### src/hdl/irpd_pkg.sv
// Shared types and constants for the IR pulse-distance frame decoder.
package irpd_pkg;

    localparam int unsigned DUR_W    = 16;
    localparam int unsigned BYTE_W   = 8;
    localparam int unsigned CFG_IDX_W = 3;

    // Configuration register indexes
    typedef enum logic [CFG_IDX_W-1:0] {
        CFG_BIT_SPACE_LIMIT = 3'd0,
        CFG_HDR_MARK_MIN    = 3'd1,
        CFG_HDR_MARK_MAX    = 3'd2,
        CFG_HDR_SPACE_MIN   = 3'd3,
        CFG_HDR_SPACE_MAX   = 3'd4
    } t_cfg_idx;

    // Register reset values
    localparam logic [DUR_W-1:0] RST_BIT_SPACE_LIMIT = 16'd1000;
    localparam logic [DUR_W-1:0] RST_HDR_MARK_MIN    = 16'd9000;
    localparam logic [DUR_W-1:0] RST_HDR_MARK_MAX    = 16'd9999;
    localparam logic [DUR_W-1:0] RST_HDR_SPACE_MIN   = 16'd4000;
    localparam logic [DUR_W-1:0] RST_HDR_SPACE_MAX   = 16'd4999;

    typedef struct packed {
        logic [DUR_W-1:0] bit_space_limit;
        logic [DUR_W-1:0] hdr_mark_min;
        logic [DUR_W-1:0] hdr_mark_max;
        logic [DUR_W-1:0] hdr_space_min;
        logic [DUR_W-1:0] hdr_space_max;
    } t_cfg;

    // Timing class of one edge duration
    typedef struct packed {
        logic hdr_mark_ok;
        logic hdr_space_ok;
        logic below_limit;
        logic above_limit;
    } t_edge_class;

endpackage

### src/hdl/ir_pulse_distance_frame_decoder_unit.sv
// Top level of the IR pulse-distance frame decoder.
//
// Input channel (i_in_valid / o_in_ready, i_edge_duration): one request per
// IR edge, carrying the microseconds since the previous edge. A frame is
// 4 + 2*DATA_BITS edges: a start edge, header mark, header space, DATA_BITS
// mark/space pairs sent LSB first, and a trailing end mark.
// Output channel (o_out_valid / i_out_ready, o_data_byte, o_frame_ok): one
// request per frame, issued for the end-mark edge; the byte reads 0 when any
// header or bit timing was out of range.
// Throughput is one edge per cycle unless an end mark waits on a stalled
// receiver. An edge is held in the input register and is classified and
// folded into the frame state as it leaves; the frame result is loaded
// into the output register as the end mark leaves the input register.
// Configuration writes (i_cfg_wr_en, i_cfg_idx, i_cfg_wr_data) take effect
// on the next edge; write only while the decoder is idle.
// Reset clears the frame position, empties both registers and loads the
// default timing windows. When the receiver stalls, the result holds in the
// output register; mid-frame edges keep flowing, and only an end mark waits
// in the input register, which then holds o_in_ready low.
module ir_pulse_distance_frame_decoder_unit
    import irpd_pkg::*;
#(
    parameter int unsigned DATA_BITS = 8
) (
    input  logic                 i_clk,
    input  logic                 i_rst_n,
    input  logic                 i_in_valid,
    output logic                 o_in_ready,
    input  logic [DUR_W-1:0]     i_edge_duration,
    output logic                 o_out_valid,
    input  logic                 i_out_ready,
    output logic [BYTE_W-1:0]    o_data_byte,
    output logic                 o_frame_ok,
    input  logic                 i_cfg_wr_en,
    input  logic [CFG_IDX_W-1:0] i_cfg_idx,
    input  logic [DUR_W-1:0]     i_cfg_wr_data
);

    localparam int unsigned END_EDGE = 3 + 2 * DATA_BITS;
    localparam int unsigned CNT_W    = $clog2(END_EDGE + 1);
    localparam int unsigned BIT_W    = $clog2(BYTE_W);

    t_cfg        w_cfg;
    t_edge_class w_class;

    logic             r_in_valid;
    logic [DUR_W-1:0] r_in_dur;

    logic [CNT_W-1:0]  r_edge_count, n_edge_count;
    logic              r_frame_error, n_frame_error;
    logic              r_held_mark_short, n_held_mark_short;
    logic [BYTE_W-1:0] r_data_shift, n_data_shift;

    logic              r_out_valid;
    logic [BYTE_W-1:0] r_data_byte;
    logic              r_frame_ok;

    logic             w_is_end;
    logic             w_out_free;
    logic             w_advance;
    logic [CNT_W-1:0] w_bit_idx;
    logic             w_bit_kept;

    irpd_cfg_regs u_cfg (
        .i_clk         (i_clk),
        .i_rst_n       (i_rst_n),
        .i_cfg_wr_en   (i_cfg_wr_en),
        .i_cfg_idx     (i_cfg_idx),
        .i_cfg_wr_data (i_cfg_wr_data),
        .o_cfg         (w_cfg)
    );

    irpd_edge_classify u_classify (
        .i_duration (r_in_dur),
        .i_cfg      (w_cfg),
        .o_class    (w_class)
    );

    // Handshake: only the end mark needs room in the output register
    assign w_is_end   = r_edge_count >= CNT_W'(END_EDGE);
    assign w_out_free = !r_out_valid || i_out_ready;
    assign w_advance  = r_in_valid && (!w_is_end || w_out_free);
    assign o_in_ready = !r_in_valid || w_advance;

    // Payload bit position of a bit space edge; bits past the byte are dropped
    assign w_bit_idx  = (r_edge_count >> 1) - CNT_W'(2);
    assign w_bit_kept = {{(32 - CNT_W){1'b0}}, w_bit_idx} < 32'(BYTE_W);

    // Frame state update for the edge leaving the input register
    always_comb begin
        n_edge_count      = r_edge_count + CNT_W'(1);
        n_frame_error     = r_frame_error;
        n_held_mark_short = r_held_mark_short;
        n_data_shift      = r_data_shift;
        if (r_edge_count == CNT_W'(0)) begin
            n_frame_error     = 1'b0;
            n_held_mark_short = 1'b0;
            n_data_shift      = '0;
        end else if (r_edge_count == CNT_W'(1)) begin
            if (!w_class.hdr_mark_ok) begin
                n_frame_error = 1'b1;
            end
        end else if (r_edge_count == CNT_W'(2)) begin
            if (!w_class.hdr_space_ok) begin
                n_frame_error = 1'b1;
            end
        end else if (!w_is_end) begin
            if (r_edge_count[0]) begin
                n_held_mark_short = w_class.below_limit;
            end else if (!r_held_mark_short) begin
                n_frame_error = 1'b1;
            end else if (w_class.below_limit) begin
                if (w_bit_kept) begin
                    n_data_shift[w_bit_idx[BIT_W-1:0]] = 1'b0;
                end
            end else if (w_class.above_limit) begin
                if (w_bit_kept) begin
                    n_data_shift[w_bit_idx[BIT_W-1:0]] = 1'b1;
                end
            end else begin
                n_frame_error = 1'b1;
            end
        end else begin
            n_edge_count = '0;
        end
    end

    // Input register
    always_ff @(posedge i_clk) begin
        if (!i_rst_n) begin
            r_in_valid <= 1'b0;
        end else if (o_in_ready) begin
            r_in_valid <= i_in_valid;
        end
        if (o_in_ready && i_in_valid) begin
            r_in_dur <= i_edge_duration;
        end
    end

    // Frame state
    always_ff @(posedge i_clk) begin
        if (!i_rst_n) begin
            r_edge_count      <= '0;
            r_frame_error     <= 1'b0;
            r_held_mark_short <= 1'b0;
            r_data_shift      <= '0;
        end else if (w_advance) begin
            r_edge_count      <= n_edge_count;
            r_frame_error     <= n_frame_error;
            r_held_mark_short <= n_held_mark_short;
            r_data_shift      <= n_data_shift;
        end
    end

    // Result register
    always_ff @(posedge i_clk) begin
        if (!i_rst_n) begin
            r_out_valid <= 1'b0;
        end else if (w_advance && w_is_end) begin
            r_out_valid <= 1'b1;
        end else if (i_out_ready) begin
            r_out_valid <= 1'b0;
        end
        if (w_advance && w_is_end) begin
            r_data_byte <= r_frame_error ? '0 : r_data_shift;
            r_frame_ok  <= !r_frame_error;
        end
    end

    assign o_out_valid = r_out_valid;
    assign o_data_byte = r_data_byte;
    assign o_frame_ok  = r_frame_ok;

    // Checks
    a_count_in_range: assert property (@(posedge i_clk) disable iff (!i_rst_n)
        r_edge_count <= CNT_W'(END_EDGE))
        else $error("edge count past the end mark");

    a_bad_frame_zero: assert property (@(posedge i_clk) disable iff (!i_rst_n)
        (r_out_valid && !r_frame_ok) |-> (r_data_byte == '0))
        else $error("invalid frame carries a nonzero byte");

    a_end_loads_result: assert property (@(posedge i_clk) disable iff (!i_rst_n)
        (w_advance && w_is_end) |=> (r_out_valid && r_edge_count == '0))
        else $error("end mark did not produce a result and restart");

    a_stall_only_at_end: assert property (@(posedge i_clk) disable iff (!i_rst_n)
        !o_in_ready |-> (r_in_valid && w_is_end && r_out_valid && !i_out_ready))
        else $error("input stalled without a blocked end mark");

endmodule

### src/hdl/irpd_cfg_regs.sv
// Configuration register bank for the IR pulse-distance frame decoder.
module irpd_cfg_regs
    import irpd_pkg::*;
(
    input  logic                 i_clk,
    input  logic                 i_rst_n,
    input  logic                 i_cfg_wr_en,
    input  logic [CFG_IDX_W-1:0] i_cfg_idx,
    input  logic [DUR_W-1:0]     i_cfg_wr_data,
    output t_cfg                 o_cfg
);

    t_cfg r_cfg;

    // Register writes; unknown indexes are dropped
    always_ff @(posedge i_clk) begin
        if (!i_rst_n) begin
            r_cfg.bit_space_limit <= RST_BIT_SPACE_LIMIT;
            r_cfg.hdr_mark_min    <= RST_HDR_MARK_MIN;
            r_cfg.hdr_mark_max    <= RST_HDR_MARK_MAX;
            r_cfg.hdr_space_min   <= RST_HDR_SPACE_MIN;
            r_cfg.hdr_space_max   <= RST_HDR_SPACE_MAX;
        end else if (i_cfg_wr_en) begin
            unique case (i_cfg_idx)
                CFG_BIT_SPACE_LIMIT: r_cfg.bit_space_limit <= i_cfg_wr_data;
                CFG_HDR_MARK_MIN:    r_cfg.hdr_mark_min    <= i_cfg_wr_data;
                CFG_HDR_MARK_MAX:    r_cfg.hdr_mark_max    <= i_cfg_wr_data;
                CFG_HDR_SPACE_MIN:   r_cfg.hdr_space_min   <= i_cfg_wr_data;
                CFG_HDR_SPACE_MAX:   r_cfg.hdr_space_max   <= i_cfg_wr_data;
                default: ;
            endcase
        end
    end

    assign o_cfg = r_cfg;

endmodule

### src/hdl/irpd_edge_classify.sv
// Compares one edge duration against the header windows and the bit limit.
module irpd_edge_classify
    import irpd_pkg::*;
(
    input  logic [DUR_W-1:0] i_duration,
    input  t_cfg             i_cfg,
    output t_edge_class      o_class
);

    // Header windows are inclusive; an empty window never matches
    assign o_class.hdr_mark_ok  = (i_duration >= i_cfg.hdr_mark_min) &&
                                  (i_duration <= i_cfg.hdr_mark_max);
    assign o_class.hdr_space_ok = (i_duration >= i_cfg.hdr_space_min) &&
                                  (i_duration <= i_cfg.hdr_space_max);

    // Exactly at the limit is neither short nor long
    assign o_class.below_limit  = i_duration < i_cfg.bit_space_limit;
    assign o_class.above_limit  = i_duration > i_cfg.bit_space_limit;

endmodule

### config.mk
export PLATFORM = sky130hd
export DESIGN_NAME = ir_pulse_distance_frame_decoder_unit
export DESIGN_NICKNAME = d
export VERILOG_FILES = /design/src/hdl/irpd_pkg.sv /design/src/hdl/ir_pulse_distance_frame_decoder_unit.sv /design/src/hdl/irpd_cfg_regs.sv /design/src/hdl/irpd_edge_classify.sv
export SDC_FILE = /design/constraint.sdc
export NUM_CORES = 1
export LEC_CHECK = 0
export BUFFER_PORTS_ARGS = -buffer_cell sky130_fd_sc_hd__buf_2
export CAP_MARGIN = 20
export CORE_MARGIN = 8
export CORE_UTILIZATION = 60
export CTS_CLUSTER_SIZE = 24
export DETAILED_ROUTE_END_ITERATION = 7
export GPL_TIMING_DRIVEN = 0
export HOLD_SLACK_MARGIN = 0.1
export PLACE_DENSITY = 0.77
export SYNTH_ARGS = -nofsm -noshare
export SYNTH_HDL_FRONTEND = slang
export SYNTH_SLANG_ARGS = --single-unit
export TNS_END_PERCENT = 1
### constraint.sdc
create_clock -name i_clk -period 4.5 [get_ports i_clk]
set_input_delay 0.675 -clock i_clk [delete_from_list [all_inputs] [get_ports i_clk]]
set_output_delay 0.675 -clock i_clk [all_outputs]
set_load 0.1 [all_outputs]
==> After elaboration in Yosys (flattened, before gate mapping) <==
Index checks and enable logic that the tools add are counted.
{ "classes": {"multipliers": 0, "n_lt_le_gt_ge": 10, "n_shift": 0, "addsub": 2, "div": 0, "n_eq_ne": 16, "n_mux": 33, "n_reduce_logical": 28, "bitwise_logic": 3} }
{ "op_table": {"columns": ["op", "n"], "rows": [
  ["two-way mux 8 bit", 10],
  ["greater-or-equal comparator 16 bit", 2],
  ["less-or-equal comparator 16 bit", 2],
  ["two-way mux 5 bit", 4],
  ["two-way mux 1 bit", 18],
  ["greater-than comparator 16 bit", 1],
  ["< comparator 16 bit", 1],
  ["AND reduction 2 bit", 5],
  ["bitwise AND 8 bit", 1],
  ["inequality test 4 x 1 -> 1 bit, second input constant", 2],
  ["inverter 8 bit", 1],
  ["OR 8 bit", 1],
  ["AND reduction 8 bit", 1],
  ["nonzero test 2 bit", 4],
  ["AND reduction 7 bit", 1],
  ["== test 3 x 2 -> 1 bit, second input constant", 2],
  ["logical AND 1 bit", 6],
  ["adder 5 x 1 -> 5 bit, second input constant", 1],
  ["== test 5 x 1 -> 1 bit, second input constant", 1],
  ["== test 5 x 2 -> 1 bit, second input constant", 1],
  ["greater-or-equal comparator 5 bit, second input constant", 1],
  ["logical NOT 5 bit", 1],
  ["< comparator 5 x 4 -> 1 bit, second input constant", 1],
  ["inequality test 5 x 2 -> 1 bit, second input constant", 1],
  ["16 further kinds", 23]
]} }
{ "word_totals": {"in_bits": 40, "n_memories": 0, "output_inout_bits": 11, "romBits": 0, "latchBits": 0, "ramBits": 0, "register_bits": 122, "elab_cells": 106} }

==> Depth between registers and ports, before layout <==
{ "logic_depth": {"depth_word": 15, "depth_mapped": 9, "ltp_nobuf": 8} }

==> Hierarchy <==
A second synthesis with hierarchy kept.
{ "hier_totals": {"cells_unflattened": 743, "area_unflattened_um2": 6995.5} }
{ "modules_own_cells": {"columns": ["mod", "area_per_inst_um2", "cells_per_inst", "n_inst", "seq_area_each_um2"], "rows": [
  ["irpd_cfg_regs", 3099.2, 297, 1, 1601.5],
  ["irpd_edge_classify", 1961.9, 277, 1, 0.0],
  ["ir_pulse_distance_frame_decoder_unit", 1934.4, 169, 1, 1091.0]
]} }

==> Least setup slack after synthesis <==
No wires, ideal clock.
{ "synth_timing": {"kind": "register to output", "start": "register r_edge_count[1]", "end": "output o_in_ready", "required_ns": 3.825, "path_buffers": 0, "arrival_time_ns": 1.775, "path_slack_ns": 2.050, "stages_incl_launch_ff": 6, "cell_sequence": "dfxtp_1 ha_1 a2111o_1 nand3_1 nor2_1 inv_1"} }
{ "synth_between": {"elab_chain_cells": 5} }
{ "synth_rtl": {"columns": ["item", "line", "source"], "rows": [
  ["start: declaration", "ir_pulse_distance_frame_decoder_unit.sv:49", "logic [CNT_W-1:0] r_edge_count, n_edge_count;"],
  ["start signal: assignment", "ir_pulse_distance_frame_decoder_unit.sv:148", "r_edge_count <= n_edge_count;"],
  ["greater-or-equal comparator 5 bit", "ir_pulse_distance_frame_decoder_unit.sv:80", "assign w_is_end = r_edge_count >= CNT_W'(END_EDGE);"],
  ["logical NOT 1 bit", null, null],
  ["logical OR 1 bit", "ir_pulse_distance_frame_decoder_unit.sv:82", "assign w_advance = r_in_valid && (!w_is_end || w_out_free);"],
  ["logical AND 1 bit", "ir_pulse_distance_frame_decoder_unit.sv:82", null],
  ["logical OR 1 bit", "ir_pulse_distance_frame_decoder_unit.sv:83", "assign o_in_ready = !r_in_valid || w_advance;"],
  ["end: declaration", "ir_pulse_distance_frame_decoder_unit.sv:28", "output logic o_in_ready,"]
]} }
Every way passes these cells.

==> Worst setup path after layout <==
Ends and elaborated chain as after synthesis.

==> results <==
- The flow ran to the end, and the final reports show no timing, DRC or antenna violations.
- Between clock sinks in the finished design, the worst skew comes to 0.00674 ns.
- The dominant register cell in the synthesized netlist is sky130_fd_sc_hd__dfxtp_1.
- In this run, post-CTS hold repair placed 0 buffers.
- The core footprint is between 10,000 and 15,000 µm².
- The share of the cycle needed by the critical path after routing is about two thirds.
- sky130_fd_sc_hd__dfxtp_1 takes more of the synthesized area than any other cell.
- The proportion of register bits with asynchronous set or reset after synthesis is 0%.
- The via density per instance is 5.83.
- The tree is rooted in a sky130_fd_sc_hd__clkbuf_8.
- The logic gate share of total power is 9.6%.
- After synthesis, the largest family of logic cells by area is simple AND/OR/NAND/NOR gates.
- The pre-antenna-repair detailed-routing pass consisted of 5 iterations.
- For this design, the sink count on the clock tree is 122.
- For the worst setup path, the data required time is roughly 3.8 ns.
- The most common library cell in the layout ignoring fill and taps is sky130_fd_sc_hd__nand2_1.
- The clock insertion delay at the later pin of the skew report is 0.53 ns.
- The worst-case setup slack after placement is 1.69 ns.
- The internal power is 2.16 mW.
- At the pin with the least slew margin, the transition time is 1.03 ns.
- The global-route usage over all layers is 23.8%.
- Once the floorplan was initialized, standard cells occupied 60.6% of the core.
- The I/O pin count is 51.
- The TritonCTS clock tree is yes.
- Once the clock tree was built, the resizer swapped 0 gates to a different size.
- The number of maximum-capacitance constraint violations is 0.
- The power per unit of standard cell area is between 300 and 400 nW/µm².
- The synthesized net count is 879.
- The post-synthesis share of cell area spent on and, or, nand and nor gates is ~19%.
- By area the synthesized netlist is led by sky130_fd_sc_hd__dfxtp_1, sky130_fd_sc_hd__ha_1, sky130_fd_sc_hd__edfxtp_1.
- Setup repair after global routing left no endpoint under its margin.
- The number of buffers between clock root and the deepest sink is 2.
- The die area is 14,300 µm².
- The setup TNS after final layout is 0 ns.
- The quantity of I/O buffers inserted on ports is 49.
- The element type at the critical path start is a flop.
- After synthesis, flip-flops and latches occupy 41.7% of the total area.
- The switching share of total power is roughly 25%.
- The die span in x is 120 µm.
- The post-CTS repair timing setup buffer count is 0.
- In the layout the commonest cells are sky130_fd_sc_hd__nand2_1, sky130_fd_sc_hd__dfxtp_1, sky130_fd_sc_hd__ha_1, sky130_fd_sc_hd__inv_1, sky130_fd_sc_hd__a21oi_1.
- The static leakage is 3.14 nW.
- The die span in y is 120 µm.
- The cell with the largest stage delay on the worst path is sky130_fd_sc_hd__dfxtp_1.
- The core occupancy in the finished layout is 70.5%.
- Setup violations remaining at the end of the flow were counted as 0.
- Summing all flip-flop and latch instances after layout gives 2690 µm².
- Clock-pin slew was measured on the worst setup and hold paths at 0.06 ns.
- The fraction of the mapped netlist area in compound gates is 16.5%.
- The initial antenna violation count is 0.
- The count of fill cells added during filler insertion is 847.
- The worst ir drop on vdd is roughly 0.19 mV.
- The number of antenna diodes is 0.
- Buffers inserted during clock tree synthesis total 17.
- The global-route wire length before repair is 27,200 µm.
- The cell count after synthesis is 755.
- The wire-length estimate of the detail-placed layout is 12,400 µm.
- The maximum fanout along the worst path is 9.
- The worst slew slack as a fraction of its limit is 30.8%.
- In this run the biggest area consumer among cell types represents between 30 and 40% of the synthesized area.
- The layout overhead on the synthesized area is 16.3%.
- In this run, distinct cell masters in the synthesized netlist total 49.
- The stage delay of the slowest cell on the critical path is 0.41 ns.
- The critical path is of the flop to output port type.
- The synthesized netlist devotes 0.543% of its cell area to XOR and XNOR gates.
- Derived from the worst setup path, the maximum achievable clock frequency is 334 MHz.
- The category of the worst setup path capture point is an output port.
- The number of placement rows is 38.
- The synthesized design contains 122 register bits.
- The arrival time of the worst setup path is between 2 and 2.5 ns.
- Across all layers, the routed design uses 5,698 vias.
- The detailed-route DRC error count is 0.
- The number of DRC markers after the initial detailed-route iteration is 467.
- The number of nets in the final layout is ~950.
- The final-report max-slew violation count is 0.
- The Yosys warning count is 0.
- The total overflow left after global routing is 0.
- The number of buffers and inverters on the critical path is 2.
- Of the total synthesized cell area, the portion taken by full adders, half adders and majority gates is 16.3%.
- The area of combinational cells with multiple inputs is 3350 µm².
- The count of H-tree levels built during CTS is 4.
- The type of the most critical hold path is input port to flop.
- The global placement routability congestion is 0.892.
- The mapped netlist covers 6450 µm².
- The worst path meets setup with 1.50 ns of slack.
- The number of enable flip-flop cells after synthesis is 25.
- The routed design could run at a clock period as short as approximately 3 ns.
- Traced cell by cell, the critical path runs through ha_1 > a2111o_1 > nand3_1 > nor2_1 > inv_1 > buf_2.
- Summed over all nets, the switching power comes to 0.721 mW.
- The fraction of power consumed by the clock network is 49.3%.
- After synthesis, the mean cell area works out to 8.55 µm².
- The average routed wire per standard cell is 16.9 µm.
- The fraction of layout cells with a size suffix above 1 is 11.5%.
- Wires add up to between 15,000 and 20,000 µm.
- The number of global-route vias before repair is 5,620.
- The dominant delay contributor by cell family on the critical path is buffers and inverters.
- The number of failing hold endpoints at the final stage came to 0.
- The maximum number of pins on one net before global-route repair is 17.
- The relative contribution of sequential cells to total power is 41.1%.
- The remaining antenna violation count is 0.
- The mux cell area share after synthesis is 0%.
## routing by layer
| layer | vias up | track usage, % | share of wire, % |
|---|---|---|---|
| met2 | 215 | 39.1 | 47 |
| met1 | 2692 | 29.3 | 43 |
| li1 | 2752 | - | - |
| met5 | - | 0 | 0 |
| met4 | 0 | 10.9 | 2.7 |
| met3 | 39 | 5.40 | 6.6 |
## final cells by class
type                       instances  area share (%)
tap                              140            2.33
sequential                       122            35.9
clock buffer                      17            5.52
inverter                          83            4.15
buffer                            27            1.38
clock inverter                    15            2.65
multi-input combinational        523            44.6
timing repair buffer              50            3.47
## cells in the mapped netlist, drive strengths merged, types with 2 or more instances
master and instances:
a2111o 2, a211oi 6, a21o 8, a21oi 82
a221o 2, a31o 2, a31oi 6, and3 2
and4 2, buf 2, clkbuf 25, dfxtp 97
edfxtp 25, ha 84, inv 82, nand2 159
nand2b 6, nand3 14, nand4 18, nor2 26
nor2b 18, nor3 6, nor4 4, o211ai 34
o21ai 13, o21bai 3, o31ai 3, or2 4
or3 3, xnor2 2, xor2 2
## flip-flops by register name (all words and copies together), names as in the netlist, 5 cells and up
signal / cells
u_cfg.o_cfg: 80
r_in_dur: 16
o_data_byte: 8
r_data_shift: 8
r_edge_count: 5
## through the flow
| step | hold WS [ns] | area (µm²) | cells | power [mW] |
|---|---|---|---|---|
| 2_1_floorplan | 0.436 | 6450 | 755 | 1.37 |
| 3_3_place_gp | 0.443 | 6870 | 944 | 1.45 |
| 3_5_place_dp | 0.447 | 6890 | 945 | 1.47 |
| 5_1_grt | 0.311 | 7500 | 977 | 2.97 |
| 6_report | 0.320 | 7500 | 977 | 2.88 |
| 4_1_cts | 0.306 | 7500 | 977 | 2.88 |
## cell families after synthesis
kind of cell | Yosys count
compound gates | 170
flops | 122
fa+ha+maj | 84
xor+xnor | 4
buf+inv | 110
simple gates | 265
## power groups by stage
stage	registers (mW)	logic (mW)	clock network (mW)
5_1_grt	1.19	0.312	1.47
4_1_cts	1.18	0.273	1.42
3_3_place_gp	1.20	0.249	0
6_report	1.18	0.276	1.42
2_1_floorplan	1.19	0.176	0
3_5_place_dp	1.21	0.267	0
## worst paths after layout
check	start	end	slack [ns]	cells past startpoint
worst max register to register	r_in_dur[7]	r_data_shift[4]	1.61	7
worst min register to register	u_cfg.o_cfg[52]	u_cfg.o_cfg[52]	0.46	2
worst min-delay path	i_edge_duration[2]	r_in_dur[2]	0.32	1
worst max-delay path	r_edge_count[1]	o_in_ready	1.50	6
Note: power is estimated with default switching activity, not from simulation.
